--- config.mk ---
export PLATFORM = sky130hd
export DESIGN_NAME = pch_ctrl
export DESIGN_NICKNAME = d
export VERILOG_FILES = /design/src/hw/rtl/pch_pkg.sv /design/src/hw/rtl/pch_ctrl.sv
export SDC_FILE = /design/constraint.sdc
export NUM_CORES = 1
export LEC_CHECK = 0
export BUFFER_PORTS_ARGS = -buffer_cell sky130_fd_sc_hd__clkbuf_2
export CAP_MARGIN = 20
export CORE_MARGIN = 3
export CORE_UTILIZATION = 49
export CTS_BUF_LIST = sky130_fd_sc_hd__clkbuf_16
export CTS_CLUSTER_DIAMETER = 40
export DETAILED_ROUTE_END_ITERATION = 6
export PLACE_DENSITY_LB_ADDON = 0.15
export SLEW_MARGIN = 10
export SYNTH_ARGS = -nofsm -noshare
export SYNTH_HDL_FRONTEND = slang
export SYNTH_SLANG_ARGS = --single-unit
--- constraint.sdc ---
create_clock -name clk -period 1.67 [get_ports clk]
set_input_delay 0.501 -clock clk [delete_from_list [all_inputs] [get_ports clk]]
set_output_delay 0.501 -clock clk [all_outputs]
set_load 0.02 [all_outputs]
--- src/hw/rtl/pch_pkg.sv ---
package pch_pkg;

  // Default palette depth
  localparam int PCH_ENTRIES_DEF = 256;

  // Field widths
  localparam int IDX_W      = 8;
  localparam int VAL_W      = 32;
  localparam int HASH_W     = 32;
  localparam int CFG_IDX_W  = 2;
  localparam int CFG_DATA_W = 24;
  localparam int RGB_W      = 24;

  // Hash rotation amount
  localparam int ROT_L = 5;

  localparam logic [VAL_W-1:0] RGB_MASK   = 32'h00ff_ffff;
  localparam logic [VAL_W-1:0] ALPHA_MASK = 32'hff00_0000;

  // Item kinds carried in the input tuser bit
  localparam logic ACT_WRITE = 1'b0;
  localparam logic ACT_APPLY = 1'b1;

  // Configuration register indexes
  localparam logic [CFG_IDX_W-1:0] CFG_KEY_EN     = 2'd0;
  localparam logic [CFG_IDX_W-1:0] CFG_KEY_COLOR  = 2'd1;
  localparam logic [CFG_IDX_W-1:0] CFG_ALPHA_ONLY = 2'd2;

  // Controller to datapath commands
  typedef struct packed {
    logic clr_wr;     // write zero at the sweep address
    logic wr_item;    // write item accepted this cycle
    logic rd_issue;   // read palette at the sweep address for the walk
    logic hash_clr;   // start a new hash
    logic walk_done;  // walk finished, clear dirty flag
    logic out_load;   // load the output word
  } pch_cmd_t;

  // Datapath to controller status
  typedef struct packed {
    logic dirty;
  } pch_sts_t;

endpackage

--- src/hw/rtl/pch_ctrl.sv ---
module pch_ctrl #(
  parameter int PALETTE_ENTRIES = pch_pkg::PCH_ENTRIES_DEF,
  parameter int AW              = $clog2(PALETTE_ENTRIES)
) (
  input  logic              clk,
  input  logic              rst_n,
  input  logic              in_tvalid,
  output logic              in_tready,
  input  logic              in_action,
  input  logic              out_tready,
  output logic              out_tvalid,
  output logic              out_rec,
  output pch_pkg::pch_cmd_t cmd,
  input  pch_pkg::pch_sts_t sts,
  output logic [AW-1:0]     cnt
);
  import pch_pkg::*;

  localparam logic [AW-1:0] LAST = AW'(PALETTE_ENTRIES - 1);

  typedef enum logic [2:0] {
    ST_CLEAR,
    ST_IDLE,
    ST_WALK,
    ST_FLUSH,
    ST_POST
  } state_t;

  state_t        state_r,  state_nxt;
  logic [AW-1:0] cnt_r,    cnt_nxt;
  logic          ovld_r,   ovld_nxt;
  logic          orec_r,   orec_nxt;
  logic          rec_r,    rec_nxt;
  logic          slot_free;
  logic          accept;

  assign slot_free = !ovld_r || out_tready;
  assign in_tready = (state_r == ST_IDLE);
  assign accept    = in_tvalid && in_tready;

  always_comb begin
    state_nxt = state_r;
    cnt_nxt   = cnt_r;
    rec_nxt   = rec_r;
    orec_nxt  = orec_r;
    ovld_nxt  = ovld_r && !out_tready;
    cmd       = '0;
    case (state_r)
      ST_CLEAR: begin
        cmd.clr_wr = 1'b1;
        cnt_nxt    = cnt_r + 1'b1;
        if (cnt_r == LAST) begin
          cnt_nxt   = '0;
          state_nxt = ST_IDLE;
        end
      end
      ST_IDLE: begin
        if (accept) begin
          if (in_action == ACT_WRITE) begin
            cmd.wr_item = 1'b1;
          end else if (sts.dirty) begin
            cmd.hash_clr = 1'b1;
            cnt_nxt      = '0;
            state_nxt    = ST_WALK;
          end else if (slot_free) begin
            cmd.out_load = 1'b1;
            ovld_nxt     = 1'b1;
            orec_nxt     = 1'b0;
          end else begin
            rec_nxt   = 1'b0;
            state_nxt = ST_POST;
          end
        end
      end
      ST_WALK: begin
        cmd.rd_issue = 1'b1;
        cnt_nxt      = cnt_r + 1'b1;
        if (cnt_r == LAST) begin
          cnt_nxt   = '0;
          state_nxt = ST_FLUSH;
        end
      end
      ST_FLUSH: begin
        // last entry is keyed and hashed in this cycle
        cmd.walk_done = 1'b1;
        rec_nxt       = 1'b1;
        state_nxt     = ST_POST;
      end
      ST_POST: begin
        if (slot_free) begin
          cmd.out_load = 1'b1;
          ovld_nxt     = 1'b1;
          orec_nxt     = rec_r;
          state_nxt    = ST_IDLE;
        end
      end
      default: begin
        state_nxt = ST_IDLE;
      end
    endcase
  end

  always_ff @(posedge clk) begin
    if (!rst_n) begin
      state_r <= ST_CLEAR;
      cnt_r   <= '0;
      ovld_r  <= 1'b0;
      orec_r  <= 1'b0;
      rec_r   <= 1'b0;
    end else begin
      state_r <= state_nxt;
      cnt_r   <= cnt_nxt;
      ovld_r  <= ovld_nxt;
      orec_r  <= orec_nxt;
      rec_r   <= rec_nxt;
    end
  end

  assign cnt        = cnt_r;
  assign out_tvalid = ovld_r;
  assign out_rec    = orec_r;

endmodule

==> results.ini, run 1 <==
[status]
status=finished with violations
violations=setup timing

[grt]
grt_most_used_layer=met2
antenna_found_initial=0
gr-total-overflow=0
grt_pass1_wl_microns=4150
grtUsageMet1_pct=33.4
grt_use_met2_pct=51.3
use_met3_pct=5.53
grt_usage_pct=28.7
grt_max_degree=17
grt_pass1_vias=858

[yosys]
synth.net_count=96
yosys_most_used_dff=dfxtp_1
synth.distinct_cells=41
syn_area_sq_um=771
ys_seq_elements=14
avgSynthCellArea_sq_um=8.66
synthCells=89
synth-async-reset-ratio_pct=0
synth-seq-area-share_pct=36.4
yosys_warnings=0
synth_edf_count=0

[drt]
antenna_left=0
viasPerCell=6.65
drt-initial-drc-count=93
drc=0
dr.pass1.iters=4
wl_per_cell_microns=21.9
routed_wl_microns=3330
vias=1011

[floorplan]
die_w_microns=45.7
ios=23
die_h_microns=45.7
design.die.area_sq_um=2080
core-area_sq_um=1380
start_util_pct=55.7
row_count=13

[hold_path]
min-delay-path-class=flip-flop to flip-flop
worst_hold_path.num_cells=2
whs_endpoint=out_rec$_SDFFE_PN0P_
hp-start=rec_r$_SDFFE_PN0P_

[timing]
fin_skew_ns=0.00344
drv_slew=0
setup_slack_ns=-0.266
finalCritPeriodShare_pct=116
worstMarginPinSlew_ns=0.361
finalHoldViolCount=0
rsz0062_at_grt=yes
setup-violations-final=6
fmax_mhz=517
finalSetupTns_ns=-0.944
slew_headroom_pct=75.9
min_period_ns=1.94

[power_and_ir_drop]
p_leak_nw=0.558
max-vdd-ir-drop_mv=0.674
power.total_mw=0.858
power.density_nw_per_um2=674

[cts]
cts_tree=yes
cts.htree.levels=1
clkTransAtPathRegs_ns=0.05
cts_max_path_buffers=2
clockRootBuffer=clkbuf_16
cts_sinks=14
clock_latency_ns=0.24
numCtsBuffers=3
cts_hold_buf=0

[critical_path]
cp_max_fo=4
timing.rr.start=state_r[2]$_SDFFE_PN0P_
end_kind=output port
start_kind=flip-flop
cp.required_ns=1.17
r2r_setup_slack_ns=-0.26
crit_start=state_r[2]$_SDFFE_PN0P_
arrival_ns=1.44
worstReg2RegEnd=cnt[6]$_SDFFE_PN0P_
path_class=flip-flop to output port
reg2reg_depth=11

[placed_design]
placed_cell_area_sq_um=1020
dpl.cell_count=136
hpwl_microns=1580
routabilityCongestion=0.873
io_buffers=22

[cells_and_area]
drive_gt1_share_pct=48.9
fin_util_pct=92.1
nets=146
diodes=0
final_cells=152
fin_area_sq_um=1270
synthToLayoutAreaGrowth_pct=65.3

[run]
max_cap_viol_count=0

==> worst max-delay path, stage by stage (launching register included) <==
cell and delay [ns]:
dfxtp_2 0.33, nand4bb_4 0.24, a2111oi_4 0.40, buf_4 0.22
==> per-stage QoR <==
step | worst slack, ns | hold WS [ns]
4_1_cts | -0.233 | 0.476
2_1_floorplan | -0.000428 | 0.446
3_3_place_gp | -0.195 | 0.456
6_report | -0.266 | 0.506
3_5_place_dp | -0.220 | 0.468
5_1_grt | -0.363 | 0.521
==> cell usage after synthesis, drive strengths merged, types with 2 or more instances <==
master	number	share of area (%)
dfxtp	14	36
nor2b	5	4.1
o21ai	5	3.2
a21boi	4	3.9
a21oi	4	2.6
inv	4	1.9
nand2	4	1.9
nand3	4	2.6
nand4	4	3.2
nor2	4	1.9
a31oi	3	2.4
buf	3	2.1
nor3	3	1.9
a31o	2	2.3
mux2i	2	2.6
nand3b	2	1.9
o21a	2	1.9
==> logic make-up after synthesis <==
logic type	synth area share (%)
AOI/OAI and AO/OA	25.7
adders and majority gates	1.62
buffers and inverters	5.19
DFF	36.4
muxes	2.60
and+or+nand+nor	28.6
==> power by group <==
| part | switching [mW] | internal, mW | total [mW] | leakage, nW |
|---|---|---|---|---|
| registers | 0.00677 | 0.338 | 0.345 | 0.116 |
| clock network | 0.133 | 0.313 | 0.446 | 0.0370 |
| logic | 0.0380 | 0.0293 | 0.0672 | 0.406 |
==> flip-flops by register name, indices dropped and copies added (netlist names) <==
name        cells
cnt             8
state_r         3
out_rec         1
out_tvalid      1
rec_r           1
==> repair_timing <==
action,4_1_cts,5_1_grt
endpoints found under the setup margin,6,12
buffers inserted,9,4
resized for setup,20,7
pin swaps,4,2
==> layer usage <==
layer  wire length, microns  share of wire, %  vias to the layer above
met1                   1210                36                      463
li1                       -                 -                      435
met5                      0                 0                        -
met2                   1700                51                       89
met3                    285               8.6                       24
met4                    131               3.9                        0
==> final cells by class <==
cell class,count,area [sq um]
clock buffers,3,75.1
fillers,54,109
inverters,4,15.0
multi-input cells,67,517
flip-flops and latches,14,289
well taps,15,18.8
repair buffers,49,359
==> cell usage in the layout (no fill, tap or decap), types with 4 or more instances in the layout <==
| master | synthesis | final |
|---|---|---|
| buf_4 | 1 | 28 |
| clkbuf_2 | 0 | 16 |
| dfxtp_1 | 14 | 11 |
| nor2b_1 | 5 | 4 |
| nand4_1 | 4 | 4 |
| nand3_1 | 4 | 4 |
| a21oi_1 | 4 | 4 |
| o21ai_0 | 4 | 4 |
| nand2_1 | 4 | 4 |
==> worst max-delay path by stage <==
stage / to / slack [ns] / cells past startpoint
finish: cmd[0] / -0.27 / 3
global route: cnt[6]$_SDFFE_PN0P_ / -0.36 / 11
CTS: cmd[0] / -0.23 / 3
detailed placement: cmd[0] / -0.22 / 4
global placement: cmd[0] / -0.19 / 4
floorplan: cmd[0] / -0.0004 / 2
No activity file was read; power rests on OpenSTA's default activity.
==> inputs of run 2 (changes only) <==
--- a/config.mk
+++ b/config.mk
@@ -5,11 +5,11 @@
 export SDC_FILE = /design/constraint.sdc
 export NUM_CORES = 1
 export LEC_CHECK = 0
+export ABC_AREA = 1
 export BUFFER_PORTS_ARGS = -buffer_cell sky130_fd_sc_hd__clkbuf_2
 export CAP_MARGIN = 20
 export CORE_MARGIN = 3
-export CORE_UTILIZATION = 49
-export CTS_BUF_LIST = sky130_fd_sc_hd__clkbuf_16
+export CORE_UTILIZATION = 51
 export CTS_CLUSTER_DIAMETER = 40
 export DETAILED_ROUTE_END_ITERATION = 6
 export PLACE_DENSITY_LB_ADDON = 0.15
==> run 2 against run 1 <==
The run still ends with setup timing left. Clock-buffer cell count unchanged. Flip-flop and latch count unchanged. Register-to-register slack improved by 0.42 ns. Non-clock buffer count decreased by 4. Final cell count increased by 32%. Via count increased by 9.8%. First-iteration DRC count decreased by 39%. Critical path depth increased by 4. Utilization decreased by 5.2 points. Power increased by 130%. Wire length decreased by 2.1%. Fmax increased by 6.6%.
==> results.ini, run 2 <==
[status]
status=finished with violations
violations=setup timing

[placed_design]
routabilityCongestion=0.840
hpwl_microns=1650
io_buffers=22

[yosys]
synth.net_count=144
avgSynthCellArea_sq_um=6.45
syn_area_sq_um=883
ys_seq_elements=14
synth-async-reset-ratio_pct=0
synthMostInstantiatedCell=nand2_1
synth_common_cells=nand2_1, inv_1, nor2_1, dfxtp_1, a21oi_1
synth-seq-area-share_pct=31.7
yosysTopAreaCell=dfxtp_1
synth.distinct_cells=24
synth_edf_count=0
synth_top_area_share_pct=31.7
yosys_warnings=0
yosys_most_used_dff=dfxtp_1
yosys-top-cells-area=dfxtp_1, nand2_1, inv_1, a21oi_1, nor2_1
synthCells=137

[critical_path]
end_kind=output port
timing.rr.start=cnt[0]$_SDFFE_PN0P_
cp.required_ns=1.17
start_kind=flip-flop
crit_start=state_r[2]$_SDFFE_PN0P_
r2r_setup_slack_ns=0.16
cp_max_fo=4
arrival_ns=1.32
path_class=flip-flop to output port

[cells_and_area]
largest_reg_flops=8
multiInputGateArea_sq_um=564
synthToLayoutAreaGrowth_pct=53.4
diodes=0
regArea_sq_um=292
nets=193
drive_gt1_share_pct=42.9
mostFrequentLayoutCell=nand2_1
n_fill_cell=81
final_cell_mix=nand2_1, buf_4, inv_1, clkbuf_2, a21oi_1

[timing]
fin_skew_ns=0.00131
finalCritPeriodShare_pct=109
worstMarginPinSlew_ns=0.285
rsz0062_at_grt=yes
finalSetupTns_ns=-0.757
slew_headroom_pct=80.9
finalHoldViolCount=0
fmax_mhz=551
setup_slack_ns=-0.146
drv_slew=0
setup-violations-final=7
min_period_ns=1.82

[floorplan]
start_util_pct=56.7
design.die.area_sq_um=2270
row_count=14
ios=23
die_w_microns=47.6
core-area_sq_um=1560
die_h_microns=47.6

[drt]
viasPerCell=5.55
vias=1110
antenna_left=0
drt-initial-drc-count=57
drc=0
wl_per_cell_microns=16.3
dr.pass1.iters=5
routed_wl_microns=3260

[run]
max_cap_viol_count=0

[cts]
cts_hold_buf=0
cts_max_path_buffers=2
clock_latency_ns=0.28
cts_sinks=14
clockRootBuffer=clkbuf_4
cts.htree.levels=1
clkTransAtPathRegs_ns=0.08
numCtsBuffers=3
cts_tree=yes

[hold_path]
hp-start=cnt[1]$_SDFFE_PN0P_
min-delay-path-class=flip-flop to flip-flop

[grt]
grt_pass1_vias=990
antenna_found_initial=0
grt_usage_pct=26.2
grt_max_degree=10
gr-total-overflow=0
grt_pass1_wl_microns=4190

[power_and_ir_drop]
p_leak_nw=0.654
max-vdd-ir-drop_mv=1.11
power.total_mw=1.99
power.density_nw_per_um2=1470

run 2: cell count changes in the layout (fill, tap and decap cells not counted), sizes merged, moves of 3 or more:
cell / before / now
nand2: 4 / 37
inv: 4 / 24
nor2: 4 / 22
a21oi: 4 / 12
nor2b: 5 / 0
a21boi: 4 / 0
o21ai: 5 / 9
a31oi: 3 / 0
nand3: 4 / 7
run 2: cell type report:
type	instances	area share (%)
Clock buffer	3	1.66
Inverter	25	7.11
Multi-Input combinational cell	97	41.6
Sequential cell	14	21.5
Tap cell	16	1.48
Timing Repair Buffer	45	26.6
run 2: path summary, 6_finish.rpt:
path,endpoint,cells after the start
max,cmd[0],7
min,cnt[1]$_SDFFE_PN0P_,2
max reg2reg,state_r[1]$_SDFFE_PN0P_,8
min reg2reg,cnt[1]$_SDFFE_PN0P_,2
run 2: what timing repair did:
item,4_1_cts,5_1_grt
endpoints found under the hold margin,0,0
resized for setup,29,17
pin swaps,5,8
endpoints found under the setup margin,7,7
buffers inserted,8,8
run 2: worst max-delay path, stage by stage (launching register included):
cell,delay (ns)
dfxtp_4,0.37
inv_2,0.08
nand2_4,0.08
nor2_8,0.14
nand2_4,0.09
nand2_4,0.09
nor2_4,0.06
buf_8,0.13
run 2: logic make-up (layout without fill, tap and decap cells):
group           after synthesis  in the layout  synth area share (%)
simple gates                 73             73                  40.9
buf+inv                      26             73                  11.5
compound gates               23             23                  14.4
flops                        14             14                  31.7
fa+ha+maj                     1              1                  1.42
run 2: through the flow:
| step | cells | instance area [sq um] | hold slack (ns) | setup slack, ns | utilization, % |
|---|---|---|---|---|---|
| finish | 200 | 1360 | 0.499 | -0.146 | 86.9 |
| floorplan | 137 | 883 | 0.450 | 0.0107 | - |
| detailed placement | 181 | 1060 | 0.484 | -0.00568 | 67.9 |
| global placement | 181 | 1060 | 0.464 | 0.0277 | 67.9 |
| global route | 200 | 1360 | 0.519 | -0.190 | 86.9 |
| CTS | 192 | 1240 | 0.497 | -0.112 | 79.9 |
run 2: per-layer routing:
| metal | GRT usage [%] | share of wire, % | vias up |
|---|---|---|---|
| met5 | 0 | 0 | - |
| met4 | 9.68 | 2.8 | 0 |
| met3 | 2.63 | 6.6 | 12 |
| met2 | 51.9 | 52 | 62 |
| met1 | 28.1 | 39 | 506 |
| li1 | - | - | 530 |
run 2: report_power, final:
group | switching (mW) | internal (mW)
Sequential | 0.0800 | 0.406
Combinational | 0.725 | 0.588
Clock | 0.106 | 0.0838
==> inputs of run 3 (changes only) <==
--- a/config.mk
+++ b/config.mk
@@ -5,11 +5,10 @@
 export SDC_FILE = /design/constraint.sdc
 export NUM_CORES = 1
 export LEC_CHECK = 0
-export ABC_AREA = 1
 export BUFFER_PORTS_ARGS = -buffer_cell sky130_fd_sc_hd__clkbuf_2
 export CAP_MARGIN = 20
 export CORE_MARGIN = 3
-export CORE_UTILIZATION = 51
+export CORE_UTILIZATION = 49
 export CTS_CLUSTER_DIAMETER = 40
 export DETAILED_ROUTE_END_ITERATION = 6
 export PLACE_DENSITY_LB_ADDON = 0.15
==> run 3 against run 2 <==
The run now fails in global routing. Synthesized area is 13% lower. Synthesized cell count is 35% lower.
==> results.ini, run 3 <==
[cts]
numCtsBuffers=3
cts_hold_buf=0
clockRootBuffer=clkbuf_4
cts_sinks=14
cts.htree.levels=1
cts_max_path_buffers=2

[yosys]
syn_area_sq_um=771
yosys_most_used_dff=dfxtp_1
synth_common_cells=dfxtp_1, nor2b_1
yosysTopAreaCell=dfxtp_1
synth_edf_count=0
synth-seq-area-share_pct=36.4
synth-async-reset-ratio_pct=0
synth.net_count=96
synthCells=89
yosys_warnings=0
ys_seq_elements=14
synthMostInstantiatedCell=dfxtp_1
synth_top_area_share_pct=36.4
synth.distinct_cells=41
yosys-top-cells-area=dfxtp_1, nor2b_1, nand4_1, a21boi_0, a21oi_1
avgSynthCellArea_sq_um=8.66

[grt]
antenna_found_initial=0
grt_max_degree=17

[placed_design]
routabilityCongestion=0.873
placed_cell_area_sq_um=1020
place_ws_ns=-0.220
io_buffers=22
hpwl_microns=1580

[floorplan]
start_util_pct=55.7
ios=23
die_w_microns=45.7
row_count=13
die_h_microns=45.7

[status]
lastStage=global routing
status=stopped before the end
error=[ERROR DPL-0033] detailed placement checks failed during check placement.

[timing]
worstEndpointType=output port
postGrtWorstEndpoint=cmd[0]

[run 3: changes by cell type after synthesis, sizes merged, moves of 2 or more]
cell,before,now
nor3,1,3
a21boi,0,4
nor2b,0,5
nand2,37,4
mux2i,0,2
o21ai,9,5
buf,1,3
a31o,0,2
a21oi,12,4
inv,24,4
nand3,7,4
nor2,22,4
a31oi,0,3
o21a,0,2
[run 3: per-stage QoR]
step	setup TNS [ns]	std cells
after CTS	-1.28	159
after detailed placement	-0.403	136
after global placement	-0.291	136
after floorplan	-0.000428	89
[run 3: what timing repair did]
| action | CTS |
|---|---|
| buffers inserted | 20 |
| pin swaps | 5 |
| setup endpoints to repair | 6 |
| resized for setup | 23 |
| gates cloned | 0 |
[run 3: cells by family after synthesis]
logic type / Yosys count / synth area share, %
compound gates: 28 / 25.7
fa+ha+maj: 1 / 1.62
buf+inv: 8 / 5.19
flops: 14 / 36.4
mux: 2 / 2.60
simple gates: 36 / 28.6
==> inputs of run 4 (changes only) <==
--- a/config.mk
+++ b/config.mk
@@ -7,10 +7,9 @@
 export LEC_CHECK = 0
 export BUFFER_PORTS_ARGS = -buffer_cell sky130_fd_sc_hd__clkbuf_2
 export CAP_MARGIN = 20
-export CORE_MARGIN = 3
-export CORE_UTILIZATION = 49
-export CTS_CLUSTER_DIAMETER = 40
+export CORE_AREA = 3 3 64 66
 export DETAILED_ROUTE_END_ITERATION = 6
+export DIE_AREA = 0 0 67 69
 export PLACE_DENSITY_LB_ADDON = 0.15
 export SLEW_MARGIN = 10
 export SYNTH_ARGS = -nofsm -noshare
==> run 4 against run 3 <==
The flow now finishes, with violations (setup timing).
==> results.ini, run 4 (same netlist as run 1, synthesis figures left out) <==
[status]
status=finished with violations
violations=setup timing

[critical_path]
crit_top_cell=buf_4
worstPathBufferInverterCount=2
reg2reg_depth=7
path_class=flip-flop to output port
critPathMaxStageDelay_ns=0.40
end_kind=output port
slowest_stage=a2111oi_4
path_delay_family=compound AO/OA/AOI/OAI gates
start_kind=flip-flop
cp_max_fo=8
path_cells=buf_4 -> a2111oi_4 -> buf_4
cp.required_ns=1.17
arrival_ns=1.39
worstSetupPathDepth=3

[floorplan]
core-area_sq_um=3630
start_util_pct=21.2
row_count=22
design.die.area_sq_um=4620
die_w_microns=67
ios=23
die_h_microns=69

[placed_design]
io_buffers=22
placed_cell_area_sq_um=1100
hpwl_microns=1760
place_ws_ns=-0.221
routabilityCongestion=0.764

[cells_and_area]
fin_area_sq_um=1360
largest_reg_flops=8
mostFrequentLayoutCell=buf_4
diodes=0
final_cell_mix=buf_4, clkbuf_2, dfxtp_1, buf_8
drive_gt1_share_pct=51.8
nets=149
synthToLayoutAreaGrowth_pct=75.8

[timing]
worstMarginPinSlew_ns=0.323
fin_skew_ns=0.00194
fmax_mhz=528
finalHoldViolCount=0
slew_headroom_pct=78.5
finalCritPeriodShare_pct=113
setup-violations-final=6
setup_slack_ns=-0.225
drv_slew=0
min_period_ns=1.90
rsz0062_at_grt=yes

[drt]
viasPerCell=4.65
wl_per_cell_microns=12.7
vias=878
routed_wl_microns=2390
dr.pass1.iters=4
antenna_left=0
drt-initial-drc-count=23
drc=0

[cts]
clkTransAtPathRegs_ns=0.06
cts_hold_buf=0
clock_latency_ns=0.25
cts_tree=yes
clockRootBuffer=clkbuf_8
cts_max_path_buffers=2
cts.htree.levels=1
numCtsBuffers=3
cts_sinks=14

[grt]
grt_usage_pct=11.5
grt_pass1_wl_microns=4140
gr-total-overflow=0
grt_max_degree=17
antenna_found_initial=0
grt_pass1_vias=919

[power_and_ir_drop]
power.density_nw_per_um2=547
max-vdd-ir-drop_mv=0.201
power.total_mw=0.741
p_leak_nw=0.574

[hold_path]
min-delay-path-class=flip-flop to flip-flop
worst_hold_path.num_cells=2

[run]
max_cap_viol_count=0

## run 4: final timing paths
| path | start | end | slack (ns) |
|---|---|---|---|
| max reg2reg | state_r[2]$_SDFFE_PN0P_ | cnt[6]$_SDFFE_PN0P_ | 0.06 |
| max | state_r[0]$_SDFFE_PN0P_ | cmd[0] | -0.23 |
| min | out_rec$_SDFFE_PN0P_ | out_rec$_SDFFE_PN0P_ | 0.48 |
| min reg2reg | out_rec$_SDFFE_PN0P_ | out_rec$_SDFFE_PN0P_ | 0.48 |
## run 4: power by group
| part | internal, mW | switching, mW | leakage (nW) |
|---|---|---|---|
| clock network | 0.209 | 0.128 | 0.0288 |
| registers | 0.337 | 0.00617 | 0.116 |
| logic | 0.0296 | 0.0320 | 0.429 |
## run 4: timing repair
action / 4_1_cts / 5_1_grt
endpoints found under the setup margin: 6 / 10
pin swaps: 6 / 4
buffers inserted: 8 / 3
resized for setup: 22 / 14
## run 4: cell type report
type                            instances  area [sq um]
Tap cell                               48          60.1
Fill cell                             400          2280
Inverter                                4          15.0
Sequential cell                        14           289
Multi-Input combinational cell         67           526
Clock buffer                            4          55.1
Timing Repair Buffer                   52           410
## run 4: worst min-delay path, stage by stage (launching register included)
cell and delay [ns]:
dfxtp_1 0.31, nand2b_1 0.06, a21boi_1 0.06
## run 4: metrics by stage
stage | instances | hold slack (ns) | TNS, ns | utilization [%]
2_1_floorplan | 89 | 0.446 | -0.000428 | -
3_3_place_gp | 174 | 0.470 | -0.362 | 30.2
3_5_place_dp | 174 | 0.477 | -0.391 | 30.2
4_1_cts | 186 | 0.484 | -0.994 | 35.8
5_1_grt | 189 | 0.515 | -1.28 | 37.3
6_report | 189 | 0.479 | -0.780 | 37.3
## run 4: per-layer routing
layer	vias up	share of wire, %	global-route usage, %	wire [microns]
li1	442	-	-	-
met3	2	2.3	2.12	55
met2	11	51	17.9	1220
met5	-	0	0	0
met4	0	1.0	6.53	25
met1	423	46	14.4	1090
